File: src/rtl/scfd_pkg.sv
// Shared types and constants for the servo command frame decoder.
package scfd_pkg;

    localparam int FRAME_CHARS  = 15;
    localparam int GROUP_CHARS  = 5;
    localparam int FRAME_GROUPS = 3;
    localparam int QUEUE_DEPTH  = 2;

    localparam logic [7:0] CHAR_DIGIT_ZERO = 8'h30;
    localparam logic [7:0] CHAR_SERVO_LO   = 8'h31;
    localparam logic [7:0] CHAR_SERVO_HI   = 8'h33;
    localparam logic [7:0] CHAR_LED_ON     = 8'h31;

    // floor(x / 45) == (x * RECIP_45) >> RECIP_SHIFT, exact for x < 2**26
    localparam logic [26:0] RECIP_45    = 27'd95443718;
    localparam int          RECIP_SHIFT = 32;

    localparam logic [1:0] CFG_PULSE_OFFSET = 2'd0;
    localparam logic [1:0] CFG_PULSE_SPAN   = 2'd1;
    localparam logic [1:0] CFG_CLAMP_LOW    = 2'd2;
    localparam logic [1:0] CFG_CLAMP_HIGH   = 2'd3;

    localparam logic [15:0] RST_PULSE_OFFSET = 16'd150;
    localparam logic [11:0] RST_PULSE_SPAN   = 12'd490;
    localparam logic [15:0] RST_CLAMP_LOW    = 16'd150;
    localparam logic [15:0] RST_CLAMP_HIGH   = 16'd640;

    typedef struct packed {
        logic [15:0] angle;
        logic        num_ok;
        logic [1:0]  led_idx;
        logic        led_on;
    } t_group;

    typedef struct packed {
        t_group [FRAME_GROUPS-1:0] grp;
    } t_frame;

    typedef struct packed {
        logic [15:0] pulse_offset;
        logic [11:0] pulse_span;
        logic [15:0] clamp_low;
        logic [15:0] clamp_high;
    } t_cfg;

endpackage

File: src/rtl/scfd_queue.sv
// Small request queue between the front end and the back end.
module scfd_queue #(
    parameter int DEPTH = scfd_pkg::QUEUE_DEPTH
) (
    input  logic             i_clk,
    input  logic             i_rst_n,
    input  logic             i_push,
    input  scfd_pkg::t_frame i_data,
    output logic             o_full,
    input  logic             i_pop,
    output logic             o_valid,
    output scfd_pkg::t_frame o_data
);

    localparam int PW = (DEPTH > 1) ? $clog2(DEPTH) : 1;
    localparam int CW = $clog2(DEPTH + 1);

    scfd_pkg::t_frame r_mem [DEPTH];
    logic [PW-1:0]    r_wr;
    logic [PW-1:0]    r_rd;
    logic [CW-1:0]    r_cnt;

    assign o_full  = (r_cnt == CW'(DEPTH));
    assign o_valid = (r_cnt != '0);
    assign o_data  = r_mem[r_rd];

    always_ff @(posedge i_clk) begin
        if (!i_rst_n) begin
            r_wr  <= '0;
            r_rd  <= '0;
            r_cnt <= '0;
        end else begin
            if (i_push) begin
                r_wr <= (r_wr == PW'(DEPTH - 1)) ? '0 : r_wr + PW'(1);
            end
            if (i_pop) begin
                r_rd <= (r_rd == PW'(DEPTH - 1)) ? '0 : r_rd + PW'(1);
            end
            if (i_push && !i_pop) begin
                r_cnt <= r_cnt + CW'(1);
            end else if (!i_push && i_pop) begin
                r_cnt <= r_cnt - CW'(1);
            end
        end
    end

    always_ff @(posedge i_clk) begin
        if (i_push) begin
            r_mem[r_wr] <= i_data;
        end
    end

endmodule

File: config.mk
export PLATFORM = sky130hd
export DESIGN_NAME = scfd_queue
export DESIGN_NICKNAME = d
export VERILOG_FILES = /design/src/rtl/scfd_pkg.sv /design/src/rtl/scfd_queue.sv
export SDC_FILE = /design/constraint.sdc
export NUM_CORES = 1
export LEC_CHECK = 0
export BUFFER_PORTS_ARGS = -buffer_cell sky130_fd_sc_hd__buf_2
export CELL_PAD_IN_SITES_DETAIL_PLACEMENT = 0
export CELL_PAD_IN_SITES_GLOBAL_PLACEMENT = 1
export CORE_UTILIZATION = 49
export CTS_BUF_LIST = sky130_fd_sc_hd__clkbuf_8
export CTS_CLUSTER_SIZE = 14
export DETAILED_ROUTE_END_ITERATION = 6
export PLACE_DENSITY_LB_ADDON = 0.25
export SLEW_MARGIN = 0
export SYNTH_ARGS = -nofsm -noshare
export SYNTH_HDL_FRONTEND = slang
export SYNTH_SLANG_ARGS = --single-unit
File: constraint.sdc
create_clock -name i_clk -period 6.6 [get_ports i_clk]
set_input_delay 0.99 -clock i_clk [delete_from_list [all_inputs] [get_ports i_clk]]
set_output_delay 0.99 -clock i_clk [all_outputs]
set_load 0.01 [all_outputs]
==> results of run 1 <==
worst paths after layout:
kind / from / to / slack [ps] / cells after the start
max reg2reg: r_wr / r_mem[0][53] / 4700 / 2
min reg2reg: r_cnt[1] / r_cnt[1] / 510 / 2
min: r_cnt[1] / r_cnt[1] / 510 / 2
max: flop / o_data[12] / 3670 / 3
cells by family (layout without fill, tap and decap cells):
kind of cell | after synthesis | count (layout) | share of synthesized area [%]
xor+xnor | 3 | 3 | 0.5775
compound gates | 3 | 3 | 0.4399
fa+ha+maj | 1 | 1 | 0.2749
mux | 60 | 60 | 14.85
flops | 125 | 125 | 81.39
simple gates | 9 | 9 | 1.292
buf+inv | 8 | 161 | 1.182
final cells by class:
class	count	area, um2
Fill cell	657	3102
Tap cell	108	135.1
Clock inverter	15	219.0
Multi-Input combinational cell	76	802.0
Clock buffer	17	234.0
Sequential cell	125	3705
Timing Repair Buffer	128	648.1
Inverter	1	3.754
routing by layer:
| metal | vias up | track usage [%] |
|---|---|---|
| li1 | 1105 | - |
| met1 | 1148 | 19.79 |
| met2 | 87 | 25.95 |
| met3 | 10 | 7.087 |
| met4 | 0 | 8.726 |
| met5 | - | 0 |
where the power goes:
group          switching [mW]  total (mW)  internal [mW]
Sequential             0.0102       0.926          0.916
Clock                   0.292       0.741          0.449
Combinational          0.0921       0.178         0.0854
cell usage after synthesis (all sizes together):
master and number:
ha 1, and2b 1, edfxtp 120, inv 1, a21boi 1, or3 1, dfxtp 5, and2 4
o21ai 1, xnor2 1, or2 1, buf 7, nor2b 2, mux2 60, o21a 1, xor2 2
metrics by stage:
| stage | worst slack (ps) | total power [mW] | instances |
|---|---|---|---|
| 4_1_cts | 3623 | 1.862 | 470 |
| 3_3_place_gp | 3878 | 1.118 | 438 |
| 2_1_floorplan | 2449 | 1.048 | 209 |
| 5_1_grt | 3554 | 1.908 | 470 |
| 6_report | 3675 | 1.845 | 470 |
| 3_5_place_dp | 3838 | 1.123 | 438 |
registers in the layout, indices dropped and copies added (netlist names), named ones only:
name   cells
r_rd       1
r_mem    120
r_wr       1
r_cnt      2
worst register-to-register path, cell delays in order (launching register included):
cell and delay, ps:
dfxtp_1 340, nor2b_4 630, buf_4 570
==> metrics.txt, run 1 <==
CP startpoint kind flop; fin crit period 2925 ps; top post-synthesis cells by area edfxtp_1 79%, mux2_2 15%, dfxtp_1 2.2%; met1 wire length 3381 um; Vias/cell 5.000; PortBufs 125; Slew @ Worst Pin 804.0 ps; Rows 34; largest net degree at the start of global routing 61; commonest non-fill, non-tap cell in the layout buf_2; Overflow after GRT 0; Final Slew Violations 0; routed wl met3 555 um; CTS Buffer Depth 2; Fin. Hold Viols 0; type of element capturing the critical path output pin; Buf/Inv on CP 2; detailed placement HPWL 4908 um; Initial Util 51.43%; chip width 98.37 um; crit path kind flop to output pin; Worst EP required 5610 ps; peak supply drop 0.0001770 V; DIE AREA 9677 um2; sequential share of the synthesized area 81.39%; CP max stage cell buf_4; CTS tree yes; H-tree Lvls 4; Max stage delay on crit path 630 ps; Via Count 2350; Worst-Skew Late Latency 410 ps; Yosys cell types 17; critical-path cell list buf_4, mux2_2, buf_2; post-CTS setup buffers 0; vias in the first global route 2414; failing checks DRC; cells after synthesis 209; power density over cell area 321.0 nW/um2; uppermost layer routed met4; worst clock skew 5.517 ps; number of antenna violations at the first check in global routing 0; initial DRC count 104; unrepaired setup endpoints after global routing no; max cap viols 0; Leak 2.182 nW; Post-Synthesis Mean Instance Area 21.77 um2; share of layout cells above drive strength 1 61.33%; fin crit share 44.32%; area fraction of the dominant cell type after synthesis 79.19%; Yosys top cell by area edfxtp_1; Worst-path clk slew 70 ps; Post-DP Area 5294 um2; Synthesis Warnings 0; routability cong. 0.6478; Core ar. 8848 um2; CTS resizes 0; f_max 341.8 MHz; synthesized area 4551 um2; Clk Tree Root Cell clkbuf_8; Setup Viol. Count Final 0; worst min path class flop to flop; Worst Hold Margin 510.0 ps; Worst EP arrival 1940 ps; WL per Instance 16.39 um; relative slew slack 46.40%; commonest cells after routing, fill and taps aside 125 x buf_2, 120 x edfxtp_1, 60 x mux2_2, 17 x clkbuf_8, 5 x bufinv_16; fin util 64.95%; setup TNS 0 ps; Routed WL 7703 um; DRC viols 6; Hold Buf Count CTS 0; total track usage 16.65%; CP top delay family buffers and inverters; Clock Sinks 125; Pre-antenna DRT Iters 7; Die Span Y 98.37 um; post-route cell area 5747 um2; number of synthesized register bits 125; I/O pin count 126; first-pass GRT wire length 11700 um; Area growth, synth to finish 26.29%; fin nets 414; Synthesized Nets 274; Crit Path Max Fanout 60; met2 WL 3629 um; remaining antenna violation count 0; ant diodes 0; CTS Buf Count 17; status finished, violations left
Power figures use the tool's default switching activity.
==> inputs of run 2 (changes only) <==
--- a/config.mk
+++ b/config.mk
@@ -8,7 +8,7 @@
 export BUFFER_PORTS_ARGS = -buffer_cell sky130_fd_sc_hd__buf_2
 export CELL_PAD_IN_SITES_DETAIL_PLACEMENT = 0
 export CELL_PAD_IN_SITES_GLOBAL_PLACEMENT = 1
-export CORE_UTILIZATION = 49
+export CORE_UTILIZATION = 41
 export CTS_BUF_LIST = sky130_fd_sc_hd__clkbuf_8
 export CTS_CLUSTER_SIZE = 14
 export DETAILED_ROUTE_END_ITERATION = 6
==> constraint.sdc (replaced) <==
create_clock -name i_clk -period 2.4 [get_ports i_clk]
set_input_delay 0.36 -clock i_clk [delete_from_list [all_inputs] [get_ports i_clk]]
set_output_delay 0.36 -clock i_clk [all_outputs]
set_load 0.01 [all_outputs]
==> metrics.txt, run 2 (same netlist as run 1, synthesis figures left out) <==
Most flops, register r_mem (unchanged); peak supply drop 0.0003866 V (was 0.0001770 V); fin crit share 86.46%; detailed placement HPWL 4780 um (was 4908 um); routability cong. 0.6617 (was 0.6478); number of antenna violations at the first check in global routing 0 (unchanged); Die Span Y 107.4 um (was 98.37 um); PortBufs 125 (unchanged); status complete, no violations (was finished, violations left); CTS resizes 0 (unchanged); Vias/cell 4.615 (was 5.000); share of layout cells above drive strength 1 60.94% (was 61.33%); largest net degree at the start of global routing 62 (was 61); CP startpoint kind flop (unchanged); setup TNS 0 ps (unchanged); sequential cell fraction of total power 54.9% (was 50.2%); Logic pwr share 10.5% (was 9.6%); Routed WL 7635 um (was 7703 um); post-route insts no fill 501 (was 470); Core ar. 10840 um2 (was 8848 um2); post-place setup slack 741.3 ps (was 3838 ps); Worst Hold Margin 128.9 ps (was 510.0 ps); ant diodes 0 (unchanged); type of element capturing the critical path output pin (unchanged); top flop regs r_mem (120), r_cnt (2) (unchanged); Clk pwr share 34.6% (was 40.2%); Worst-Skew Late Latency 410 ps (about the same); hold depth 1 (was 2); commonest non-fill, non-tap cell in the layout buf_2 (unchanged); fin nets 416 (was 414); Switch Pwr 1.002 mW (was 0.3947 mW); Cells after DPL 472 (was 438); Pwr Total 4.640 mW (was 1.845 mW); post-CTS setup buffers 0 (unchanged); Setup Viol. Count Final 0 (unchanged); Overflow after GRT 0 (unchanged); Slew @ Worst Pin 488.5 ps (was 804.0 ps); Worst EP arrival 1720 ps (was 1940 ps); DRC viols 0 (was 6); DIE AREA 11520 um2 (was 9677 um2); R2R setup slack 1120 ps (was 4700 ps); WL per Instance 15.24 um (was 16.39 um); Rows 38 (was 34); Pre-antenna DRT Iters 5 (was 7); Via Count 2312 (was 2350); max reg flops 120 (unchanged); chip width 107.4 um (was 98.37 um); Hold Buf Count CTS 0 (unchanged); unrepaired setup endpoints after global routing no (unchanged); Crit Reg-Reg Endpoint r_mem[1][3] (was r_mem[0][53]); # fillers 926 (was 657); Hold Path Origin i_data[53] (was r_cnt[1]); relative slew slack 67.44% (was 46.40%); commonest cells after routing, fill and taps aside 125 x buf_2, 120 x edfxtp_1, 60 x mux2_2, 17 x clkbuf_8, 5 x clkinv_2 (was 125 x buf_2, 120 x edfxtp_1, 60 x mux2_2, 17 x clkbuf_8, 5 x bufinv_16); Clk Tree Root Cell clkbuf_8 (unchanged); initial DRC count 80 (was 104); worst r2r path cells 2 (unchanged); Setup WS post-layout 324.9 ps (was 3675 ps); Clock Sinks 125 (unchanged); Final Slew Violations 0 (unchanged); f_max 481.9 MHz; worst min path class primary input to flop (was flop to flop); max cap viols 0 (unchanged); Crit Path Max Fanout 36 (was 60); remaining antenna violation count 0 (unchanged); H-tree Lvls 4 (unchanged); Worst EP required 2040 ps (was 5610 ps); Pint 3.638 mW (was 1.450 mW); Leak 2.162 nW (was 2.182 nW); Fin. Hold Viols 0 (unchanged); reg2reg start r_wr (unchanged); CTS tree yes (unchanged); fin crit period 2075 ps; first-pass GRT wire length 11510 um (was 11700 um); Area growth, synth to finish 25.32% (was 26.29%); power density over cell area 813.6 nW/um2 (was 321.0 nW/um2); CTS Buf Count 17 (unchanged); I/O pin count 126 (unchanged); worst clock skew 10.10 ps (was 5.517 ps); total track usage 13.99% (was 16.65%); Worst-path clk slew 70 ps (about the same); crit path kind flop to output pin (unchanged); CTS Buffer Depth 2 (unchanged); vias in the first global route 2366 (was 2414); worst hold path endpoint r_mem[1][53] (was r_cnt[1]); Initial Util 41.98% (was 51.43%); Sw Share 21.60% (was 21.40%)
## run 2: cell count changes in the layout (fill, tap and decap cells not counted), sizes merged
cell      delta
buf          +2
inv          -1
bufinv       -3
clkinvlp     -2
clkinv       +3
## run 2: how the worst max path moves through the flow
stage	startpoint	to	cells past startpoint
3_5_place_dp	flop	o_data[44]	3
3_3_place_gp	flop	o_data[44]	3
4_1_cts	flop	o_data[44]	3
6_report	flop	o_data[44]	3
2_1_floorplan	i_push	r_mem[0][0]	1
5_1_grt	flop	o_data[44]	3
## run 2: per-stage QoR
step,instance area (um2),util [%]
4_1_cts,5703,52.61
3_3_place_gp,5361,49.46
3_5_place_dp,5361,49.46
5_1_grt,5703,52.61
6_report,5703,52.61
2_1_floorplan,4553,-
## run 2: power by group through the flow
stage                     Combinational (mW)  Clock [mW]  Sequential, mW
after floorplan                        0.291           0            2.59
after global placement                 0.495           0            2.59
after detailed placement               0.500           0            2.59
after CTS                              0.501        1.66            2.55
after global routing                   0.536        1.75            2.56
final                                  0.488        1.60            2.55
## run 2: final cells by class
class                      count  area [um2]  share of cell area (%)
multi-input combinational     76       802.0                   14.06
clock buffer                  17       234.0                   4.103
tap                          140       175.2                   3.072
inverter                       1       3.754                 0.06582
sequential                   125        3705                   64.96
timing repair buffer         130       675.6                   11.85
clock inverter                12       107.6                   1.887
## run 2: worst max-delay path: stages (launching register included)
cell     delay (ps)
dfxtp_2         320
buf_4           400
mux2_2          400
buf_2           140
## run 2: routing by layer
layer | GRT usage, % | part of all wire [%] | up-vias
met5 | 0 | 0 | -
met4 | 7.632 | 1.6 | 0
met3 | 5.993 | 7.9 | 11
met2 | 22.95 | 51 | 79
met1 | 15.30 | 40 | 1117
li1 | - | - | 1105
==> inputs of run 3 (changes only) <==
--- a/config.mk
+++ b/config.mk
@@ -12,7 +12,7 @@
 export CTS_BUF_LIST = sky130_fd_sc_hd__clkbuf_8
 export CTS_CLUSTER_SIZE = 14
 export DETAILED_ROUTE_END_ITERATION = 6
-export PLACE_DENSITY_LB_ADDON = 0.25
+export PLACE_DENSITY_LB_ADDON = 0.1
 export SLEW_MARGIN = 0
 export SYNTH_ARGS = -nofsm -noshare
 export SYNTH_HDL_FRONTEND = slang
==> metrics.txt, run 3 (same netlist as run 1, synthesis figures left out) <==
status complete, no violations (unchanged); I/O pin count 126 (unchanged); Final Slew Violations 0 (unchanged); H-tree Lvls 4 (unchanged); CTS Buffer Depth 2 (unchanged); largest net degree at the start of global routing 62 (unchanged); post-CTS setup buffers 0 (unchanged); Rows 38 (unchanged); max cap viols 0 (unchanged); Area growth, synth to finish 25.57% (was 25.32%); PortBufs 125 (unchanged); first-pass GRT wire length 11930 um (was 11510 um); fin crit period 2076 ps (was 2075 ps); WL per Instance 15.76 um (was 15.24 um); unrepaired setup endpoints after global routing no (unchanged); CTS tree yes (unchanged); number of antenna violations at the first check in global routing 0 (unchanged); post-route insts no fill 502 (was 501); DIE AREA 11520 um2 (unchanged); worst clock skew 5.475 ps (was 10.10 ps); peak supply drop 0.0003599 V (was 0.0003866 V); Setup WS post-layout 323.6 ps (was 324.9 ps); Die Span Y 107.4 um (unchanged); Hold Buf Count CTS 0 (unchanged); Pwr Total 4.652 mW (was 4.640 mW); # fillers 941 (was 926); Worst EP arrival 1720 ps (about the same); total track usage 14.51% (was 13.99%); power density over cell area 814.2 nW/um2 (was 813.6 nW/um2); Worst-Skew Late Latency 410 ps (about the same); relative slew slack 67.95% (was 67.44%); Setup Viol. Count Final 0 (unchanged); fin crit share 86.52% (was 86.46%); worst min path class primary input to flop (unchanged); routability cong. 0.6661 (was 0.6617); max reg flops 120 (unchanged); fin nets 415 (was 416); Core ar. 10840 um2 (unchanged); Overflow after GRT 0 (unchanged); Routed WL 7913 um (was 7635 um); post-place setup slack 736.9 ps (was 741.3 ps); Pre-antenna DRT Iters 4 (was 5); CTS Buf Count 17 (unchanged); crit path kind flop to output pin (unchanged); chip width 107.4 um (unchanged); detailed placement HPWL 4880 um (was 4780 um); Slew @ Worst Pin 480.7 ps (was 488.5 ps); share of layout cells above drive strength 1 60.22% (was 60.94%); Worst-path clk slew 70 ps (about the same); Clk Tree Root Cell clkbuf_8 (unchanged); Crit Path Max Fanout 35 (was 36); Post-DP Area 5366 um2 (was 5361 um2); Cells after DPL 471 (was 472); vias in the first global route 2374 (was 2366); type of element capturing the critical path output pin (unchanged); top flop regs r_mem (120), r_cnt (2) (unchanged); Fin. Hold Viols 0 (unchanged); DRC viols 0 (unchanged); remaining antenna violation count 0 (unchanged); Most flops, register r_mem (unchanged); Worst EP required 2040 ps (about the same); CTS resizes 0 (unchanged); commonest cells after routing, fill and taps aside 125 x buf_2, 120 x edfxtp_1, 60 x mux2_2, 17 x clkbuf_8, 5 x inv_1 (was 125 x buf_2, 120 x edfxtp_1, 60 x mux2_2, 17 x clkbuf_8, 5 x clkinv_2); ant diodes 0 (unchanged); Clock Sinks 125 (unchanged); CP startpoint kind flop (unchanged); Initial Util 41.98% (unchanged); post-route cell area 5714 um2 (was 5703 um2); R2R setup slack 1170 ps (was 1120 ps); f_max 481.6 MHz (was 481.9 MHz); commonest non-fill, non-tap cell in the layout buf_2 (unchanged); Via Count 2331 (was 2312); Vias/cell 4.643 (was 4.615); setup TNS 0 ps (unchanged); initial DRC count 70 (was 80); Leak 2.172 nW (was 2.162 nW)
run 3: path summary, 6_finish.rpt:
path | start | end | cells past startpoint
setup / recovery | flop | o_data[46] | 3
hold / removal | i_data[11] | r_mem[0][11] | 1
hold reg to reg | r_cnt[1] | r_cnt[1] | 2
setup reg to reg | r_wr | r_mem[1][53] | 2
run 3: critical path, stage by stage, from the launching register on:
cell	delay, ps
dfxtp_2	320
buf_4	410
mux2_2	410
buf_2	140
run 3: metrics by stage:
step / hold WS [ps] / utilization (%)
floorplan: 458.9 / -
global placement: 483.2 / 49.50
detailed placement: 492.5 / 49.50
CTS: 100.4 / 52.71
global route: 83.20 / 52.71
finish: 131.7 / 52.71
run 3: per-layer routing:
| layer | up-vias | part of all wire [%] | GRT usage, % |
|---|---|---|---|
| met1 | 1136 | 44 | 16.93 |
| li1 | 1104 | - | - |
| met5 | - | 0 | 0 |
| met2 | 85 | 49 | 23.00 |
| met3 | 6 | 7.0 | 6.780 |
| met4 | 0 | 0.75 | 6.164 |
run 3: area by class of cell:
cell class	count	area [um2]	share of cell area, %
Inverter	1	3.754	0.06569
Clock buffer	17	234.0	4.095
Timing Repair Buffer	129	680.7	11.91
Clock inverter	14	113.9	1.993
Multi-Input combinational cell	76	802.0	14.04
Sequential cell	125	3705	64.83
Tap cell	140	175.2	3.065
run 3: power breakdown:
group	leakage (nW)	total [mW]	switching, mW	internal, mW
logic	0.811	0.496	0.254	0.242
registers	1.17	2.55	0.0271	2.52
clock network	0.192	1.61	0.730	0.881
total	2.17	4.65	1.01	3.64
