**src/rtl/scfd_pkg.sv**
```systemverilog
// Shared types and constants for the servo command frame decoder.
package scfd_pkg;

    localparam int FRAME_CHARS  = 15;
    localparam int GROUP_CHARS  = 5;
    localparam int FRAME_GROUPS = 3;
    localparam int QUEUE_DEPTH  = 2;

    localparam logic [7:0] CHAR_DIGIT_ZERO = 8'h30;
    localparam logic [7:0] CHAR_SERVO_LO   = 8'h31;
    localparam logic [7:0] CHAR_SERVO_HI   = 8'h33;
    localparam logic [7:0] CHAR_LED_ON     = 8'h31;

    // floor(x / 45) == (x * RECIP_45) >> RECIP_SHIFT, exact for x < 2**26
    localparam logic [26:0] RECIP_45    = 27'd95443718;
    localparam int          RECIP_SHIFT = 32;

    localparam logic [1:0] CFG_PULSE_OFFSET = 2'd0;
    localparam logic [1:0] CFG_PULSE_SPAN   = 2'd1;
    localparam logic [1:0] CFG_CLAMP_LOW    = 2'd2;
    localparam logic [1:0] CFG_CLAMP_HIGH   = 2'd3;

    localparam logic [15:0] RST_PULSE_OFFSET = 16'd150;
    localparam logic [11:0] RST_PULSE_SPAN   = 12'd490;
    localparam logic [15:0] RST_CLAMP_LOW    = 16'd150;
    localparam logic [15:0] RST_CLAMP_HIGH   = 16'd640;

    typedef struct packed {
        logic [15:0] angle;
        logic        num_ok;
        logic [1:0]  led_idx;
        logic        led_on;
    } t_group;

    typedef struct packed {
        t_group [FRAME_GROUPS-1:0] grp;
    } t_frame;

    typedef struct packed {
        logic [15:0] pulse_offset;
        logic [11:0] pulse_span;
        logic [15:0] clamp_low;
        logic [15:0] clamp_high;
    } t_cfg;

endpackage

```
**src/rtl/scfd_front.sv**
```systemverilog
// Front end: collects frame characters and classifies each group of a complete frame.
module scfd_front (
    input  logic                i_clk,
    input  logic                i_rst_n,
    input  logic                i_rx_valid,
    input  logic [7:0]          i_rx_byte,
    output logic                o_rx_ready,
    input  logic                i_q_full,
    output logic                o_q_push,
    output scfd_pkg::t_frame    o_q_data
);

    localparam int STORE_CHARS = scfd_pkg::FRAME_CHARS - 1;

    logic [3:0] r_pos;
    logic [3:0] n_pos;
    logic [7:0] r_store [STORE_CHARS];
    logic       w_accept;
    logic       w_last;
    logic [7:0] w_chars [scfd_pkg::FRAME_CHARS];

    function automatic logic [15:0] digit_val(input logic [7:0] c);
        digit_val = {8'h00, c} - {8'h00, scfd_pkg::CHAR_DIGIT_ZERO};
    endfunction

    assign o_rx_ready = !i_q_full;
    assign w_accept   = i_rx_valid && o_rx_ready;
    assign w_last     = (r_pos == 4'(STORE_CHARS));
    assign o_q_push   = w_accept && (i_rx_byte != 8'h00) && w_last;

    always_comb begin
        if (!w_accept) begin
            n_pos = r_pos;
        end else if (i_rx_byte == 8'h00 || w_last) begin
            n_pos = 4'd0;
        end else begin
            n_pos = r_pos + 4'd1;
        end
    end

    always_ff @(posedge i_clk) begin
        if (!i_rst_n) begin
            r_pos <= 4'd0;
        end else begin
            r_pos <= n_pos;
        end
    end

    always_ff @(posedge i_clk) begin
        if (w_accept && i_rx_byte != 8'h00 && !w_last) begin
            r_store[r_pos] <= i_rx_byte;
        end
    end

    // last character of the frame comes straight from the input
    always_comb begin
        for (int k = 0; k < STORE_CHARS; k++) begin
            w_chars[k] = r_store[k];
        end
        w_chars[STORE_CHARS] = i_rx_byte;
    end

    always_comb begin
        logic [7:0]  num;
        logic [15:0] d0;
        logic [15:0] d1;
        logic [15:0] d2;
        for (int g = 0; g < scfd_pkg::FRAME_GROUPS; g++) begin
            num = w_chars[g*scfd_pkg::GROUP_CHARS];
            d0  = digit_val(w_chars[g*scfd_pkg::GROUP_CHARS + 2]);
            d1  = digit_val(w_chars[g*scfd_pkg::GROUP_CHARS + 3]);
            d2  = digit_val(w_chars[g*scfd_pkg::GROUP_CHARS + 4]);
            o_q_data.grp[g].angle   = d0 * 16'd100 + d1 * 16'd10 + d2;
            o_q_data.grp[g].num_ok  = (num >= scfd_pkg::CHAR_SERVO_LO) &&
                                      (num <= scfd_pkg::CHAR_SERVO_HI);
            o_q_data.grp[g].led_idx = 2'(num - scfd_pkg::CHAR_SERVO_LO);
            o_q_data.grp[g].led_on  =
                (w_chars[g*scfd_pkg::GROUP_CHARS + 1] == scfd_pkg::CHAR_LED_ON);
        end
    end

endmodule

```
**config.mk**
```make
export PLATFORM = sky130hd
export DESIGN_NAME = scfd_front
export DESIGN_NICKNAME = d
export VERILOG_FILES = /design/src/rtl/scfd_pkg.sv /design/src/rtl/scfd_front.sv
export SDC_FILE = /design/constraint.sdc
export NUM_CORES = 1
export LEC_CHECK = 0
export BUFFER_PORTS_ARGS = -buffer_cell sky130_fd_sc_hd__buf_2
export CORE_AREA = 2 2 164 126
export CTS_CLUSTER_SIZE = 20
export DETAILED_ROUTE_END_ITERATION = 16
export DIE_AREA = 0 0 166 128
export HOLD_SLACK_MARGIN = 0.08
export PLACE_DENSITY = 0.77
export SYNTH_ARGS = -nofsm -noshare
export SYNTH_HDL_FRONTEND = slang
export SYNTH_SLANG_ARGS = --single-unit
```
**constraint.sdc**
```tcl
create_clock -name i_clk -period 5 [get_ports i_clk]
set_clock_uncertainty 0.15 [all_clocks]
set_input_delay 0.25 -clock i_clk [delete_from_list [all_inputs] [get_ports i_clk]]
set_output_delay 0.25 -clock i_clk [all_outputs]
set_load 0.05 [all_outputs]
```
==> flow_summary_export.csv, run 1 <==
group,metric,value,unit
placed_design,dp_cells,1446,
timing,tightest_slew,0.8119,ns
grt,track_usage,0.2490,
placed_design,gp_congestion,0.8288,
timing,setup_slack,-0.6794,ns
placed_design,dp_hpwl,17490,um
setup_path,timing.rr.start,"r_pos[0]$_SDFFE_PN0P_",
clock_network,cts_num_sinks,116,
cells_and_area,layout.cells.non_filler,1521,
synth,synth_enable_flop_cells,112,
synth,syn_area,10950,um^2
cells_and_area,n_antenna_cell,0,
floorplan,die_area,21250,um^2
synth,avgSynthCellArea,10.60,um^2
min_path,min_path_type,"input pin to flop",
drt,route.detailed.drc,0,
clock_network,clk_pin_slew_worst_paths,0.07,ns
cells_and_area,syn2layout_area_growth,35.22,%
setup_path,path_max_fanout,3,
timing,rsz0062_at_grt,"yes",
drt,routed_wl,29590,um
synth,syn_nets,1299,
setup_path,start_kind,"flop",
min_path,hp-start,"i_rx_byte[0]",
timing,fmax,176.1,MHz
setup_path,path_class,"flop to output pin",
synth,ys_ff_latch,116,
grt,grt-ovfl-total,0,
run_status,failed_checks,"negative setup slack",
setup_path,arrival,5.28,ns
clock_network,clock_path_buffers,2,
timing,slew_headroom,0.4448,
grt,grt_max_degree,19,
floorplan,die_h,128,um
floorplan,pin_count,74,
clock_network,cts.htree.levels,4,
grt,grt_pass1_vias,8461,
floorplan,num_rows,45,
setup_path,reg2reg_depth,7,
clock_network,ctsRootBufferMaster,"clkbuf_16",
power_and_ir_drop,leakagePower,6.606,nW
floorplan,die_x,166,um
flow_run,drv_cap,0,
floorplan,start_util,0.5542,
floorplan,design.core.area,19760,um^2
drt,wl_per_cell,19.45,um
timing,setup_tns,-4.262,ns
min_path,worstHoldPathCells,1,
synth,synth_ff_type,"edfxtp_1",
drt,first_iter_violations,616,
timing,slew_violations,0,
timing,setup_viol,14,
clock_network,cts_tree,"done",
min_path,hold_end,"r_store[7][0]$_DFFE_PP_",
power_and_ir_drop,vdd.ir_drop.worst,0.3144,mV
synth,synth_cell_types,57,
run_status,status,"finished, violations left",
synth,async_flop_share,0,
setup_path,worst_ep_required_time,4.60,ns
setup_path,r2r_slack,2.91,ns
timing,fin_crit_sh,1.136,
power_and_ir_drop,p_per_area,191.7,nW/um^2
placed_design,port_buffers,73,
setup_path,worstReg2RegEnd,"r_pos[2]$_SDFFE_PN0P_",
drt,viasPerCell,5.683,
grt,antenna_found_initial,0,
drt,drt_pass1_iterations,5,
grt,grt_pass1_wl,42160,um
cells_and_area,drive_above_1_share,0.3492,
synth,synth_cells,1033,
clock_network,clk_latency,0.41,ns
clock_network,cts_made_buffers,17,
synth,yosysWarnings,0,
setup_path,end_kind,"output pin",
timing,finalHoldViolCount,0,
drt,ant_nets,0,
timing,period_needed,5.679,ns
synth,yosysSeqAreaShare,0.3144,
cells_and_area,layout.nets,1516,
drt,num_vias,8644,
==> Yosys cell counts (all sizes together), types with 19 or more instances <==
library cell | count | share of area
a21o | 19 | 0.013
a21oi | 54 | 0.025
edfxtp | 112 | 0.31
fa | 70 | 0.13
ha | 184 | 0.21
inv | 193 | 0.066
nand2 | 35 | 0.012
nor2 | 51 | 0.017
nor3 | 19 | 0.010
o21ai | 44 | 0.020
xnor2 | 62 | 0.050
xor2 | 39 | 0.032
==> routing by layer <==
layer,GRT usage,vias to the layer above,part of all wire
met5,0,-,0
met4,0.07980,0,0.029
met3,0.04384,82,0.063
met2,0.4123,384,0.49
met1,0.3370,4217,0.41
li1,-,3961,-
==> cell families after synthesis <==
family	share of synthesized area
xor+xnor	0.08351
mux	0.0009140
fa+ha+maj	0.3382
flops	0.3144
compound gates	0.1058
simple gates	0.08717
buf+inv	0.07003
==> layout make-up <==
| type | count | area (um^2) |
|---|---|---|
| multi-input combinational | 718 | 8174 |
| fill | 1151 | 4954 |
| sequential | 116 | 3443 |
| timing repair buffer | 204 | 1548 |
| inverter | 193 | 724.4 |
| clock buffer | 17 | 425.4 |
| tap | 258 | 322.8 |
| clock inverter | 15 | 171.4 |
==> placed cells by master (no fill, tap or decap), types with 5 or more instances in the layout <==
| master | synthesis | layout |
|---|---|---|
| o21a_1 | 11 | 11 |
| xor2_1 | 38 | 27 |
| buf_2 | 1 | 56 |
| clkinv_4 | 0 | 6 |
| a21o_1 | 19 | 19 |
| ha_1 | 184 | 127 |
| fa_1 | 70 | 68 |
| nor2_1 | 51 | 44 |
| nor3_2 | 3 | 5 |
| a21boi_1 | 5 | 5 |
| o21ai_1 | 17 | 17 |
| xnor2_1 | 62 | 42 |
| inv_1 | 193 | 159 |
| xnor2_2 | 0 | 15 |
| nor2_2 | 0 | 6 |
| o21ai_0 | 26 | 18 |
| xor2_2 | 1 | 10 |
| a21oi_4 | 0 | 10 |
| buf_6 | 1 | 39 |
| and2_1 | 8 | 8 |
| a21oi_1 | 52 | 28 |
| inv_2 | 0 | 34 |
| nand2b_1 | 12 | 12 |
| clkbuf_16 | 0 | 17 |
| nand3_1 | 10 | 10 |
| edfxtp_1 | 112 | 112 |
| ha_4 | 0 | 56 |
| o21ai_2 | 1 | 8 |
| a21oi_2 | 2 | 16 |
| buf_4 | 3 | 107 |
| nor2b_1 | 15 | 13 |
| xnor2_4 | 0 | 5 |
| nor3_1 | 16 | 12 |
| nand2_1 | 35 | 32 |
| or3_1 | 7 | 6 |
| and3_1 | 14 | 11 |
==> worst max-delay path, stage by stage (launching register included) <==
cell,delay (ns)
edfxtp_1,0.48
buf_6,0.17
ha_4,0.18
xnor2_4,0.18
ha_4,0.23
ha_4,0.27
inv_2,0.05
fa_1,0.52
inv_2,0.05
ha_4,0.21
o21a_1,0.11
o31a_1,0.14
a21o_1,0.19
fa_1,0.50
inv_2,0.05
ha_4,0.27
and3_4,0.16
o211ai_1,0.11
a31oi_1,0.22
nor2_1,0.07
xnor2_1,0.21
xnor3_2,0.32
buf_8,0.17
==> stage by stage <==
step | instance area, um^2 | worst slack, ns | hold WS (ns) | total power [mW] | util
CTS | 14100 | -0.5030 | 0.1120 | 2.775 | 0.7135
detailed placement | 12330 | -0.3047 | 0.3609 | 1.502 | 0.6237
floorplan | 11020 | -0.09865 | 0.1989 | 1.394 | -
global route | 14810 | -0.9235 | 0.1128 | 2.917 | 0.7494
finish | 14810 | -0.6794 | 0.1221 | 2.839 | 0.7494
global placement | 12330 | -0.1417 | 0.3575 | 1.496 | 0.6237
==> how the worst max path moves through the flow <==
stage / start / to / slack, ns / cells past startpoint
floorplan: r_store[12][4]$_DFFE_PP_ / o_q_data[59] / -0.1 / 19
global placement: r_store[12][4]$_DFFE_PP_ / o_q_data[59] / -0.14 / 20
detailed placement: r_store[12][4]$_DFFE_PP_ / o_q_data[59] / -0.30 / 20
CTS: r_store[7][4]$_DFFE_PP_ / o_q_data[39] / -0.50 / 23
global route: r_store[7][4]$_DFFE_PP_ / o_q_data[39] / -0.92 / 22
finish: r_store[7][4]$_DFFE_PP_ / o_q_data[39] / -0.68 / 22
==> where the power goes <==
group	switching (mW)	internal, mW	total (mW)
Combinational	0.331	0.193	0.524
Sequential	0.00343	1.07	1.07
Clock	0.494	0.747	1.24
==> repair_timing <==
action                                  CTS  global route
endpoints found under the setup margin   17            17
setup buffers                            24            20
pin swaps                                92            94
resized for setup                       187            98
hold buffers                              1             0
hold endpoints to repair                  4             0
==> registers in the layout (all words and copies together) (netlist names) <==
name     cells
r_pos        4
r_store    112
No activity file was read; power rests on OpenSTA's default activity.
==> run 2: changes to the inputs <==
Settings changed: CTS_BUF_LIST set to sky130_fd_sc_hd__clkbuf_16, CTS_CLUSTER_SIZE 20 to not set, SETUP_SLACK_MARGIN set to 0.3.
==> run 2 against run 1 <==
  * Fmax increased by 2.1%
  * Die area stayed put
  * Sequential power barely moved
  * The run still ends with negative setup slack left
  * Clock power shrank 3%
  * Worst hold slack got worse by 0.0016 ns
  * Critical endpoint is now o_q_data[59]
  * Register-to-register slack better by 0.16 ns
  * Wire length down 0.36%
  * First-iteration DRC count shrank 11%
  * Flip-flop and latch count unchanged
  * Non-clock buffer count did not move
  * Largest power group unchanged
==> flow_summary_export.csv, run 2 (synthesized netlist as in run 1, its figures left out) <==
group,metric,value,unit
cells_and_area,syn2layout_area_growth,36.91,%
cells_and_area,top_register,"r_store",
clock_network,cts_made_buffers,17,
min_path,min_path_type,"input pin to flop",
placed_design,port_buffers,73,
floorplan,num_rows,45,
placed_design,dp_hpwl,17510,um
timing,slew_violations,0,
timing,setup_slack,-0.5619,ns
setup_path,path_max_fanout,4,
clock_network,clk_pin_slew_worst_paths,0.05,ns
min_path,hold_end,"r_pos[0]$_SDFFE_PN0P_",
drt,route.detailed.drc,0,
power_and_ir_drop,p_total,2.823,mW
setup_path,reg2reg_depth,4,
timing,rsz0062_at_grt,"yes",
cells_and_area,largest_reg_flops,112,
timing,tightest_slew,0.8515,ns
min_path,hp-start,"i_q_full",
timing,setup_viol,14,
drt,viasPerCell,5.624,
clock_network,clock_path_buffers,2,
drt,first_iter_violations,551,
timing,finalHoldViolCount,0,
setup_path,worstReg2RegEnd,"r_store[13][4]$_DFFE_PP_",
floorplan,start_util,0.5542,
drt,num_vias,8548,
timing,fin_crit_sh,1.112,
setup_path,worst_ep_required_time,4.60,ns
cells_and_area,layout_common_cells,"157 x inv_1, 117 x buf_4, 112 x edfxtp_1",
cells_and_area,n_antenna_cell,0,
clock_network,cts_num_sinks,116,
cells_and_area,fillers,1147,
setup_path,path_common_cell,"fa_1",
floorplan,design.core.area,19760,um^2
power_and_ir_drop,p_per_area,188.2,nW/um^2
power_and_ir_drop,leakagePower,6.595,nW
floorplan,die_h,128,um
floorplan,die_x,166,um
floorplan,pin_count,74,
clock_network,cts_tree,"done",
setup_path,arrival,5.16,ns
setup_path,r2r_slack,3.07,ns
drt,drt_pass1_iterations,6,
drt,routed_wl,29480,um
run_status,status,"finished, violations left",
setup_path,end_kind,"output pin",
cells_and_area,reg.largest.list,"r_store: 112 flops, r_pos: 4 flops",
setup_path,slowest_stage,"edfxtp_1",
cells_and_area,final_common_cell,"inv_1",
timing,fin_hold_ws,0.1205,ns
power_and_ir_drop,vdd.ir_drop.worst,0.2714,mV
setup_path,crit_chain,"a21oi_2 > xor2_1 > buf_4 > inv_1 > fa_1 > fa_1 > inv_2 > ha_4 > nand2_1 > o21ai_1 > xor2_1 > fa_1 > ha_4 > a21o_1 > a21oi_2 > o311a_4 > xnor2_4 > buf_6",
timing,fmax,179.8,MHz
cells_and_area,layout.nets,1516,
min_path,worstHoldPathCells,4,
run_status,failed_checks,"negative setup slack",
drt,wl_per_cell,19.39,um
grt,grt_pass1_wl,43720,um
grt,grt_max_degree,19,
placed_design,gp_congestion,0.8311,
setup_path,timing.rr.start,"r_pos[0]$_SDFFE_PN0P_",
drt,ant_nets,0,
clock_network,clk_latency,0.42,ns
setup_path,max_stage_delay,0.51,ns
clock_network,ctsRootBufferMaster,"clkbuf_16",
grt,grt-ovfl-total,0,
flow_run,drv_cap,0,
timing,slew_headroom,0.4177,
floorplan,die_area,21250,um^2
grt,grt_pass1_vias,8586,
grt,track_usage,0.2605,
grt,antenna_found_initial,0,
timing,period_needed,5.562,ns
clock_network,cts.htree.levels,4,
setup_path,start_kind,"flop",
cells_and_area,drive_above_1_share,0.3677,
setup_path,path_class,"flop to output pin",
==> run 2: worst max path at each step <==
stage,endpoint,cells past startpoint,startpoint
3_3_place_gp,o_q_data[59],20,r_store[12][4]$_DFFE_PP_
6_report,o_q_data[59],18,r_store[12][5]$_DFFE_PP_
2_1_floorplan,o_q_data[59],20,r_store[12][4]$_DFFE_PP_
5_1_grt,o_q_data[59],20,r_store[12][4]$_DFFE_PP_
3_5_place_dp,o_q_data[59],19,r_store[12][4]$_DFFE_PP_
4_1_cts,o_q_data[59],20,r_store[12][5]$_DFFE_PP_
==> run 2: what timing repair did <==
action                                 4_1_cts  5_1_grt
resized for setup                          178       70
setup endpoints to repair                   18       19
pin swaps                                  117       69
buffers inserted                            28       19
hold buffers                                 1        0
endpoints found under the hold margin        4        0
==> run 2: area by class of cell <==
type / count / area, um^2 / share of cell area
clock inverters: 14 / 147.6 / 0.009846
multi-input cells: 718 / 8409 / 0.5608
flip-flops and latches: 116 / 3443 / 0.2296
inverters: 193 / 726.9 / 0.04848
repair buffers: 204 / 1519 / 0.1013
well taps: 258 / 322.8 / 0.02153
clock buffers: 17 / 425.4 / 0.02837
==> run 2: critical path: cells and delay by family (launching register included) <==
kind                     cells  cell delay, ns
XOR/XNOR                     3            0.72
buffers and inverters        4            0.51
AO/OA/AOI/OAI                5            0.93
AND/OR/NAND/NOR              1            0.05
adder cells (fa/ha/maj)      5            2.01
flip-flops                   1            0.51
==> run 2: power breakdown <==
part / leakage [nW] / switching, mW / internal [mW] / total, mW
combinational: 5.27 / 0.338 / 0.208 / 0.546
clock: 0.282 / 0.434 / 0.767 / 1.20
sequential: 1.04 / 0.00329 / 1.07 / 1.08
total: 6.60 / 0.776 / 2.05 / 2.82
==> run 2: routing by layer <==
layer | vias to the layer above | share of wire | GRT usage
met5 | - | 0 | 0
met4 | 0 | 0.030 | 0.06752
met3 | 92 | 0.069 | 0.04137
met2 | 362 | 0.48 | 0.4457
met1 | 4155 | 0.42 | 0.3503
li1 | 3939 | - | -
==> run 2: stage by stage <==
step	TNS, ns	setup slack, ns	utilization	cells	cell area [um^2]
finish	-3.679	-0.5619	0.7587	1520	14990
global route	-5.476	-0.7295	0.7587	1520	14990
CTS	-1.629	-0.3912	0.7311	1501	14450
detailed placement	-0.3454	-0.1894	0.6417	1441	12680
global placement	-0.1386	-0.1253	0.6417	1441	12680
floorplan	0	0.1218	-	1033	11410
==> run 3: changes to the inputs <==
Settings changed: ABC_AREA set to 1, CELL_PAD_IN_SITES_DETAIL_PLACEMENT set to 2, CELL_PAD_IN_SITES_GLOBAL_PLACEMENT set to 2, CORE_AREA 2 2 164 126 to 2 2 207 158, DIE_AREA 0 0 166 128 to 0 0 209 160, PLACE_DENSITY 0.77 to not set, PLACE_DENSITY_LB_ADDON set to 0.1.
==> run 3 against run 2 <==
  * The flow still finishes with violations (negative setup slack)
  * Count of clock-buffer cells in the layout did not move
  * Fmax fell by 1.4%
  * Die area rose by 57%
  * Area after synthesis rose by 2.3%
  * Largest cell class unchanged
  * Highest routed layer unchanged
==> flow_summary_export.csv, run 3 <==
group,metric,value,unit
cells_and_area,final_common_cell,"inv_1",
synth,synth_ff_type,"edfxtp_1",
timing,slew_headroom,0.1184,
clock_network,clk_pin_slew_worst_paths,0.06,ns
timing,slew_violations,0,
floorplan,die_area,33440,um^2
synth,synth_commonest_cells,"258 x inv_1, 189 x nand2_1, 184 x ha_1",
clock_network,cts_num_sinks,116,
grt,grt_pass1_wl,56970,um
cells_and_area,layout_common_cells,"209 x inv_1, 141 x nand2_1, 133 x buf_4",
timing,setup_slack,-0.6408,ns
setup_path,max_stage_delay,0.54,ns
timing,setup_viol,14,
synth,synth_cell_types,41,
setup_path,cp_top_family,"adder cells",
setup_path,worst_ep_required_time,4.60,ns
cells_and_area,top_register,"r_store",
power_and_ir_drop,leakagePower,7.289,nW
clock_network,clk_latency,0.42,ns
floorplan,die_h,160,um
setup_path,critPathBufInv,6,
synth,synth_enable_flop_cells,112,
flow_run,drv_cap,0,
clock_network,cts.htree.levels,4,
run_status,failed_checks,"negative setup slack",
synth,async_flop_share,0,
drt,wl_per_cell,20.63,um
power_and_ir_drop,clkPwrFrac,0.392,
floorplan,pin_count,74,
cells_and_area,fillers,3209,
synth,yosysSeqAreaShare,0.3073,
drt,num_vias,9145,
setup_path,path_class,"flop to output pin",
floorplan,die_x,209,um
synth,synth_area_leaders,"edfxtp_1 30%, ha_1 21%, fa_1 13%, inv_1 8.6%, nand2_1 6.3%",
cells_and_area,reg.largest.list,"r_store: 112 flops, r_pos: 4 flops",
synth,yosysMostFrequentCell,"inv_1",
synth,synth_cells,1193,
drt,first_iter_violations,255,
drt,routed_wl,38420,um
power_and_ir_drop,vdd.ir_drop.worst,0.2306,mV
power_and_ir_drop,p_total,2.825,mW
timing,period_needed,5.641,ns
floorplan,design.core.area,31740,um^2
power_and_ir_drop,p_per_area,175.7,nW/um^2
synth,syn_area,11200,um^2
grt,grt-ovfl-total,0,
grt,grt_pass1_vias,10520,
timing,setup_tns,-4.154,ns
cells_and_area,largest_reg_flops,112,
timing,rsz0062_at_grt,"yes",
power_and_ir_drop,p_int,1.942,mW
placed_design,dp_slack,-0.5256,ns
grt,antenna_found_initial,0,
run_status,status,"finished, violations left",
drt,drt_pass1_iterations,4,
power_and_ir_drop,p_switching,0.8828,mW
cells_and_area,n_antenna_cell,0,
placed_design,dp_hpwl,26170,um
cells_and_area,syn2layout_area_growth,43.47,%
floorplan,start_util,0.3530,
setup_path,path_max_fanout,4,
timing,finalHoldViolCount,0,
synth,synth_top_area_share,0.3002,
setup_path,slowest_stage,"fa_1",
power_and_ir_drop,seq_power_share,0.380,
timing,fin_crit_sh,1.128,
grt,track_usage,0.2170,
cells_and_area,fin_util,0.5064,
power_and_ir_drop,p_sw_frac,0.3125,
setup_path,end_kind,"output pin",
clock_network,cts_tree,"done",
drt,ant_nets,0,
power_and_ir_drop,p_comb_frac,0.227,
floorplan,num_rows,57,
clock_network,cts_made_buffers,17,
synth,ys_ff_latch,116,
cells_and_area,drive_above_1_share,0.3934,
setup_path,start_kind,"flop",
clock_network,clock_path_buffers,2,
timing,tightest_slew,1.312,ns
synth,synth_top_area_cell,"edfxtp_1",
synth,yosysWarnings,0,
grt,grt_max_degree,18,
drt,route.detailed.drc,0,
clock_network,ctsRootBufferMaster,"clkbuf_16",
min_path,min_path_type,"input pin to flop",
timing,fmax,177.3,MHz
drt,viasPerCell,4.911,
cells_and_area,layout.nets,1702,
setup_path,arrival,5.24,ns
placed_design,gp_congestion,0.7886,
synth,avgSynthCellArea,9.391,um^2
placed_design,port_buffers,73,
synth,syn_nets,1459,
-- run 3: cell count changes after synthesis, moves of 8 or more --
| cell | change |
|---|---|
| a21oi_1 | +18 |
| and2_1 | -8 |
| and3_1 | -14 |
| inv_1 | +65 |
| nand2_1 | +154 |
| nand2b_1 | -12 |
| nand3_1 | +34 |
| nor2b_1 | -15 |
| o21a_1 | -11 |
| o21ai_0 | -10 |
| o21ai_1 | -9 |
| xnor2_1 | -29 |
| xor2_1 | +27 |
-- run 3: final cells by class --
type,instances,area (um^2),area share
Clock buffer,17,425.4,0.02647
Tap cell,413,516.7,0.03215
Timing Repair Buffer,227,1753,0.1091
Clock inverter,15,107.6,0.006695
Multi-Input combinational cell,813,8832,0.5495
Sequential cell,116,3443,0.2142
Inverter,261,994.7,0.06189
-- run 3: per-stage QoR --
step / hold WS [ns] / cells / instance area [um^2]
after floorplan: 0.1989 / 1193 / 11730
after global placement: 0.3550 / 1759 / 13220
after detailed placement: 0.3915 / 1759 / 13220
after CTS: 0.1370 / 1834 / 15200
after global routing: 0.1556 / 1862 / 16070
final: 0.1491 / 1862 / 16070
-- run 3: cell families (layout without fill, tap and decap cells) --
| group | count (synthesis) | in the layout | synth area share |
|---|---|---|---|
| xor gates and xnor gates | 99 | 99 | 0.07807 |
| and+or+nand+nor | 328 | 328 | 0.1271 |
| buffers and inverters | 264 | 520 | 0.08946 |
| adders and majority gates | 254 | 254 | 0.3306 |
| AOI/OAI and AO/OA | 132 | 132 | 0.06746 |
| DFF | 116 | 116 | 0.3073 |
-- run 3: worst register-to-register path, delay by kind of cell, from the launching register on --
kind	cells	cell delay [ns]
simple gates	2	1.27
flops	1	0.36
compound gates	1	0.35
fa+ha+maj	1	0.24
buf+inv	1	0.11
-- run 3: path summary, 6_finish.rpt --
check | start | to | slack [ns] | cells past startpoint
worst min register to register | r_pos[1]$_SDFFE_PN0P_ | r_pos[1]$_SDFFE_PN0P_ | 0.42 | 2
worst max-delay path | r_store[7][5]$_DFFE_PP_ | o_q_data[39] | -0.64 | 26
worst min-delay path | i_rx_byte[0] | r_store[1][0]$_DFFE_PP_ | 0.15 | 1
worst max register to register | r_pos[0]$_SDFFE_PN0P_ | r_store[6][3]$_DFFE_PP_ | 2.12 | 5
-- run 3: power groups by stage --
stage	sequential, mW	combinational, mW	clock, mW
6_report	1.07	0.642	1.11
5_1_grt	1.07	0.684	1.16
4_1_cts	1.07	0.606	1.12
3_5_place_dp	1.09	0.496	0
3_3_place_gp	1.09	0.488	0
2_1_floorplan	1.09	0.352	0
-- run 3: per-layer routing --
| metal | up-vias | routed length, um | part of all wire | GRT usage |
|---|---|---|---|---|
| met4 | 0 | 682 | 0.018 | 0.04481 |
| met1 | 4627 | 17100 | 0.45 | 0.2856 |
| met2 | 109 | 19750 | 0.51 | 0.3852 |
| met3 | 48 | 879 | 0.023 | 0.02498 |
| li1 | 4361 | - | - | - |
| met5 | - | 0 | 0 | 0 |
-- run 3: what timing repair did --
item                                    CTS  global route
cloned                                    0             0
pin swaps                               139           104
endpoints found under the setup margin   22            24
setup buffers                            42            28
hold buffers                              1             0
gates resized for setup                 230           130
endpoints found under the hold margin     4             0
